## config.mk

```make
export PLATFORM = sky130hd
export DESIGN_NAME = sacl_ram
export DESIGN_NICKNAME = d
export VERILOG_FILES = /design/src/sv/sacl_pkg.sv /design/src/sv/sacl_ram.sv
export SDC_FILE = /design/constraint.sdc
export NUM_CORES = 1
export LEC_CHECK = 0
export BUFFER_PORTS_ARGS = -buffer_cell sky130_fd_sc_hd__buf_4
export CAP_MARGIN = 20
export CORE_AREA = 2 2 106 108
export DETAILED_ROUTE_END_ITERATION = 8
export DIE_AREA = 0 0 108 110
export PLACE_DENSITY = 0.71
export SLEW_MARGIN = 40
export SYNTH_ARGS = -nofsm -noshare
export SYNTH_HDL_FRONTEND = slang
export SYNTH_SLANG_ARGS = --single-unit
```

## constraint.sdc

```tcl
create_clock -name clk_i -period 2.4 [get_ports clk_i]
set_input_delay 0.36 -clock clk_i [delete_from_list [all_inputs] [get_ports clk_i]]
set_output_delay 0.36 -clock clk_i [all_outputs]
set_load 0.02 [all_outputs]
```

## src/sv/sacl_pkg.sv

```systemverilog
package sacl_pkg;

  localparam int unsigned TOTAL_LINES_DEF = 256;
  localparam int unsigned MAX_WAYS_DEF    = 8;

  localparam int unsigned ADDR_W = 32;
  localparam int unsigned AGE_W  = 3;
  localparam int unsigned WAY_W  = 3;
  localparam int unsigned CFG_W  = 2;
  localparam int unsigned CNT_W  = 32;

  typedef enum logic {
    ST_IDLE,
    ST_LOOKUP
  } state_e;

  typedef struct packed {
    logic              hit;
    logic [WAY_W-1:0]  way_used;
    logic              evicted;
    logic [CNT_W-1:0]  hit_total;
    logic [CNT_W-1:0]  access_total;
  } rsp_t;

  // index width for n entries, at least one bit
  function automatic int unsigned idx_w(int unsigned n);
    return (n > 1) ? $clog2(n) : 1;
  endfunction

endpackage

```

## src/sv/sacl_ram.sv

```systemverilog
module sacl_ram #(
  parameter int unsigned WIDTH = 8,
  parameter int unsigned DEPTH = 16
) (
  input  logic                                 clk_i,
  input  logic                                 we_i,
  input  logic [sacl_pkg::idx_w(DEPTH)-1:0]    waddr_i,
  input  logic [WIDTH-1:0]                     wdata_i,
  input  logic                                 re_i,
  input  logic [sacl_pkg::idx_w(DEPTH)-1:0]    raddr_i,
  output logic [WIDTH-1:0]                     rdata_o
);

  logic [WIDTH-1:0] mem_q [DEPTH];
  logic [WIDTH-1:0] rdata_q;

  always_ff @(posedge clk_i) begin
    if (we_i) begin
      mem_q[waddr_i] <= wdata_i;
    end
    if (re_i) begin
      rdata_q <= mem_q[raddr_i];
    end
  end

  assign rdata_o = rdata_q;

endmodule

```

==> impl_metrics.env, run 1 <==
export IMPL_outcome="finished clean"
export IMPL_die_area_mm2=0.0119
export IMPL_ant_nets=0
export IMPL_max_freq_mhz=646
export IMPL_fin_nets=302
export IMPL_n_antenna_cell=0
export IMPL_overflow=0
export IMPL_row_count=38
export IMPL_critPathMaxFanout=1
export IMPL_min_from="re_i"
export IMPL_insertion_delay_ns=0.50
export IMPL_clock_sinks=136
export IMPL_clkTransAtPathRegs_ns=0.06
export IMPL_nFillCells=758
export IMPL_swShare_pct=20.3
export IMPL_tns_ns=0
export IMPL_p_per_area_mw_per_mm2=878
export IMPL_grt_pass1_wl_mm=15.6
export IMPL_hold_path_class="in2reg"
export IMPL_cts_root_buf="clkbuf_8"
export IMPL_cts_path_max_buffers=2
export IMPL_ys_flop_type="edfxtp_1"
export IMPL_syn_inst=229
export IMPL_io_pins=27
export IMPL_finalSetupViolations=0
export IMPL_finalCritPeriodShare_pct=64.5
export IMPL_layout_min_cycle_time_ns=1.55
export IMPL_rsz0062_at_grt="false"
export IMPL_yosysUniqueCellTypes=18
export IMPL_cts_htree_levels=4
export IMPL_post_cts_buffers=0
export IMPL_comb_power_share_pct=4.8
export IMPL_viasPerCell=5.64
export IMPL_die_w_um=108
export IMPL_p_int_w=0.00438
export IMPL_crit_type="reg2reg"
export IMPL_synth_fp_nets=248
export IMPL_firstDrtPassIters=4
export IMPL_avgSynthCellArea_um2=22.8
export IMPL_wire_per_inst_um=22.9
export IMPL_cts_resized=0
export IMPL_holdBufCountCts=0
export IMPL_routed_wl_mm=9.97
export IMPL_start_util_pct=48.9
export IMPL_ys_seq_area_share_pct=78.1
export IMPL_crit_arrival_ns=1.80
export IMPL_grt_start_max_net_pins=33
export IMPL_ys_seq_elements=136
export IMPL_async_reset_ff_share_pct=0
export IMPL_drive_above_1_share_pct=32.1
export IMPL_cts_tree="built"
export IMPL_finalHoldViolCount=0
export IMPL_setup_worst_path_start="mem_q[1][1]"
export IMPL_timing_rr_start="mem_q[1][1]"
export IMPL_drt_iter0_markers=244
export IMPL_seqPwrFrac_pct=49.0
export IMPL_place_congestion=0.744
export IMPL_maxCapViolCount=0
export IMPL_yosys_area_top_type_share_pct=78.1
export IMPL_netlist_area_mm2=0.00523
export IMPL_layout_setup_ws_ns=0.852
export IMPL_grt_pass1_vias=2676
export IMPL_clkPwrFrac_pct=46.2
export IMPL_synth_area_leaders="edfxtp_1 (78%), mux4_2 (7.8%), mux4_1 (7.0%), a22oi_1 (2.3%), nor2_1 (0.93%)"
export IMPL_yosysWarningCount=0
export IMPL_port_buffers=26
export IMPL_grt_use_total_pct=19.0
export IMPL_core_area_mm2=0.0107
export IMPL_cts_buffers=17
export IMPL_p_switching_w=0.00111
export IMPL_crit_path_start_kind="register"
export IMPL_pre_cts_slack_ns=0.380
export IMPL_drc=0
export IMPL_synth_edff_count=136
export IMPL_p_leak_nw=2.11
export IMPL_finClkSkew_ns=0.00581
export IMPL_dpl_hpwl_mm=6.27
export IMPL_worstMarginPinSlew_ns=0.757
export IMPL_dr_total_vias=2461
export IMPL_antenna_found_initial=0
export IMPL_peakVddDrop_mv=0.435
export IMPL_crit_required_ns=2.65
export IMPL_slew_headroom_pct=49.3
export IMPL_finalMaxSlewViolations=0
export IMPL_die_h_um=110
export IMPL_endpoint_kind="register"
export IMPL_yosysTopAreaCell="edfxtp_1"
export IMPL_syn2layout_area_growth_pct=19.7
power groups by stage:
stage	clock network (W)	logic [W]	registers (W)
floorplan	0	0.000135	0.00275
global placement	0	0.000263	0.00274
detailed placement	0	0.000267	0.00274
CTS	0.00258	0.000270	0.00269
global route	0.00268	0.000288	0.00270
finish	0.00254	0.000266	0.00269
cell families (layout without fill, tap and decap cells):
logic type             after synthesis  in the layout  share of synthesized area, %
multiplexers                        32             32                          14.8
flip-flops                         136            136                          78.1
buffers and inverters               10             77                          1.65
AND/OR/NAND/NOR                     35             35                          3.14
AO/OA/AOI/OAI                       16             16                          2.30
flip-flops by register name (all words and copies together) (netlist names):
signal,cells
mem_q,128
rdata_o,8
final cells by class:
type,instances,area [um^2],area share (%)
sequential,136,4080,65.3
clock inverter,14,174,2.78
multi-input combinational,83,1060,16.9
timing repair buffer,45,350,5.60
clock buffer,18,418,6.68
tap,140,175,2.80
layout by cell type (no fill, tap or decap), types with 2 or more instances in the layout:
cell,count
buf_4,44
nand2b_1,2
clkinvlp_4,4
edfxtp_1,136
a22oi_1,16
clkinv_4,2
nand3b_1,2
bufinv_16,3
mux4_2,18
clkbuf_16,16
nand2_1,9
nor2_1,13
clkinv_2,2
inv_6,3
mux4_1,14
nor3_1,4
synthesized netlist by cell type (2+ instances only):
cell type,count
nand3b_1,2
clkdlybuf4s25_2,3
nor3_1,4
buf_2,3
buf_6,3
mux4_2,18
nor2_1,13
a22oi_1,16
nand2b_1,2
nand2_1,9
edfxtp_1,136
mux4_1,14
per-stage QoR:
stage	utilization, %	instances	hold slack (ns)	area, um^2	power, W
after floorplan	-	229	0.459	5230	0.00289
after global placement	53.0	404	0.661	5670	0.00300
after global routing	58.5	436	0.144	6260	0.00567
final	58.5	436	0.159	6260	0.00550
after detailed placement	53.0	404	0.674	5670	0.00301
after CTS	58.5	436	0.132	6260	0.00554
critical path, cell delays in order, from the launching register on:
cell and delay (ns):
edfxtp_1 0.40, mux4_1 0.53, a22oi_1 0.29, nand2_1 0.08
worst paths after layout:
kind,end,slack (ns),depth (start not counted)
max reg2reg,rdata_o[1],0.85,3
min,rdata_o[2],0.16,1
max,rdata_o[1],0.85,3
min reg2reg,rdata_o[2],0.75,3
routing by layer:
metal	share of wire [%]	wire length (um)	up-vias	global-route usage (%)
li1	-	-	1088	-
met1	40	4020	1261	24.9
met2	51	5130	97	31.4
met3	6.1	607	15	4.59
met4	2.1	206	0	7.33
met5	0	0	-	0
Power figures use the tool's default switching activity.
==> run 2: changes to the inputs <==
Clock period 2.4 ns to 1.6 ns, I/O delays scaled along.
==> run 2 against run 1 <==
Net effect: clock-buffer cell count shrank 1; die area did not move; clock power is 46% higher; routed wire length up 0.60%; worst hold slack lost 0.13 ns; core utilization rose by 1.2 points; design area increased by 2.0%; maximum frequency rose by 4.4%; global-route usage barely moved; register-to-register slack worse by 0.74 ns; critical path type unchanged; critical endpoint is now rdata_o[2]; largest cell class unchanged.
==> impl_metrics.env, run 2 (synthesis gave the netlist of run 1 again) <==
export IMPL_register_area_mm2=0.00408
export IMPL_fin_nets=313
export IMPL_routed_wl_mm=10.0
export IMPL_drt_iter0_markers=214
export IMPL_crit_required_ns=1.85
export IMPL_insertion_delay_ns=0.51
export IMPL_finClkSkew_ns=0.00496
export IMPL_endpoint_kind="register"
export IMPL_grt_start_max_net_pins=18
export IMPL_layout_commonest_cell="edfxtp_1"
export IMPL_rsz0062_at_grt="false"
export IMPL_antenna_found_initial=0
export IMPL_post_cts_buffers=0
export IMPL_row_count=38
export IMPL_clkTransAtPathRegs_ns=0.06
export IMPL_dp_cells=415
export IMPL_outcome="finished clean"
export IMPL_min_to="mem_q[0][1]"
export IMPL_final_cell_mix="edfxtp_1 (136), buf_4 (51), mux4_2 (18)"
export IMPL_die_area_mm2=0.0119
export IMPL_crit_type="reg2reg"
export IMPL_finalCritPeriodShare_pct=92.7
export IMPL_p_per_area_mw_per_mm2=1280
export IMPL_finalMaxSlewViolations=0
export IMPL_finalSetupViolations=0
export IMPL_timing_rr_start="mem_q[0][2]"
export IMPL_r2r_end="rdata_o[2]"
export IMPL_cts_root_buf="clkbuf_8"
export IMPL_drc=0
export IMPL_instances_no_fill=447
export IMPL_min_path_cells=1
export IMPL_hold_slack_ns=0.0336
export IMPL_critPathMaxFanout=1
export IMPL_finalHoldViolCount=0
export IMPL_ant_nets=0
export IMPL_max_freq_mhz=674
export IMPL_cts_path_max_buffers=2
export IMPL_wire_per_inst_um=22.4
export IMPL_min_from="wdata_i[1]"
export IMPL_largest_reg_flops=128
export IMPL_cts_buffers=17
export IMPL_p_leak_nw=2.19
export IMPL_n_antenna_cell=0
export IMPL_syn2layout_area_growth_pct=22.1
export IMPL_dr_total_vias=2527
export IMPL_maxCapViolCount=0
export IMPL_die_h_um=110
export IMPL_grt_use_total_pct=19.0
export IMPL_top_register="mem_q"
export IMPL_multiInputGateArea_mm2=0.00107
export IMPL_nFillCells=756
export IMPL_io_pins=27
export IMPL_reg2reg_slack_ns=0.12
export IMPL_crit_path_start_kind="register"
export IMPL_dpl_hpwl_mm=6.45
export IMPL_totalPowerFinal_w=0.00818
export IMPL_hold_path_class="in2reg"
export IMPL_slew_headroom_pct=54.5
export IMPL_place_congestion=0.766
export IMPL_cts_htree_levels=4
export IMPL_worstMarginPinSlew_ns=0.681
export IMPL_drive_above_1_share_pct=34.5
export IMPL_core_area_mm2=0.0107
export IMPL_firstDrtPassIters=4
export IMPL_rr_worst_depth=3
export IMPL_grt_pass1_wl_mm=15.2
export IMPL_port_buffers=26
export IMPL_cts_tree="built"
export IMPL_viasPerCell=5.65
export IMPL_start_util_pct=48.9
export IMPL_grt_pass1_vias=2646
export IMPL_clock_sinks=136
export IMPL_die_w_um=108
export IMPL_peakVddDrop_mv=0.580
export IMPL_layout_min_cycle_time_ns=1.48
export IMPL_overflow=0
export IMPL_crit_arrival_ns=1.74
## run 2: changes by cell type in the layout (fill, tap and decap cells not counted)
| cell | previous run | this run |
|---|---|---|
| nor3_2 | 0 | 1 |
| clkinv_2 | 2 | 4 |
| buf_12 | 1 | 5 |
| clkinv_1 | 0 | 3 |
| a22oi_1 | 16 | 15 |
| nor3_1 | 4 | 3 |
| buf_4 | 44 | 51 |
| clkbuf_1 | 1 | 0 |
| clkinv_4 | 2 | 1 |
| a22oi_2 | 0 | 1 |
| inv_6 | 3 | 0 |
## run 2: what timing repair did
item / in CTS / in global routing
endpoints found under the setup margin: 0 / 1
gates resized for setup: 0 / 1
hold buffers: 0 / 0
## run 2: worst max-delay path by stage
stage                      from         end  slack (ns)
floorplan            raddr_i[0]  rdata_o[1]        0.08
global placement     raddr_i[0]  rdata_o[1]       -0.21
detailed placement   raddr_i[0]  rdata_o[1]       -0.22
CTS                 mem_q[5][2]  rdata_o[2]        0.09
global route        mem_q[0][2]  rdata_o[2]        0.04
finish              mem_q[0][2]  rdata_o[2]        0.12
## run 2: final cells by class
class | count | share of cell area, %
clock buffer | 17 | 6.49
multi-input combinational | 83 | 16.7
sequential | 136 | 64.0
tap | 140 | 2.74
clock inverter | 15 | 2.51
timing repair buffer | 56 | 7.57
## run 2: report_power, final
group          leakage, nW  switching [W]  total (W)  internal (W)
clock                0.272        0.00138    0.00372       0.00234
combinational        0.678       0.000231   0.000430      0.000199
sequential            1.24      0.0000218    0.00404       0.00402
## run 2: critical path, stage by stage (launching register included)
cell	delay, ns
edfxtp_1	0.37
mux4_1	0.49
a22oi_1	0.25
nand2_1	0.11
## run 2: per-layer routing
| layer | global-route usage (%) | wire [um] | vias up |
|---|---|---|---|
| met5 | 0 | 0 | - |
| met4 | 8.06 | 146 | 0 |
| met3 | 6.64 | 795 | 13 |
| met2 | 28.6 | 5050 | 120 |
| met1 | 25.6 | 4030 | 1285 |
| li1 | - | - | 1109 |
## run 2: per-stage QoR
| stage | TNS (ns) | setup WS (ns) | util (%) | cell area, um^2 |
|---|---|---|---|---|
| 2_1_floorplan | 0 | 0.0776 | - | 5230 |
| 3_3_place_gp | -0.881 | -0.207 | 54.3 | 5800 |
| 3_5_place_dp | -1.01 | -0.224 | 54.3 | 5800 |
| 4_1_cts | 0 | 0.0904 | 59.6 | 6380 |
| 5_1_grt | 0 | 0.0385 | 59.7 | 6380 |
| 6_report | 0 | 0.117 | 59.7 | 6380 |
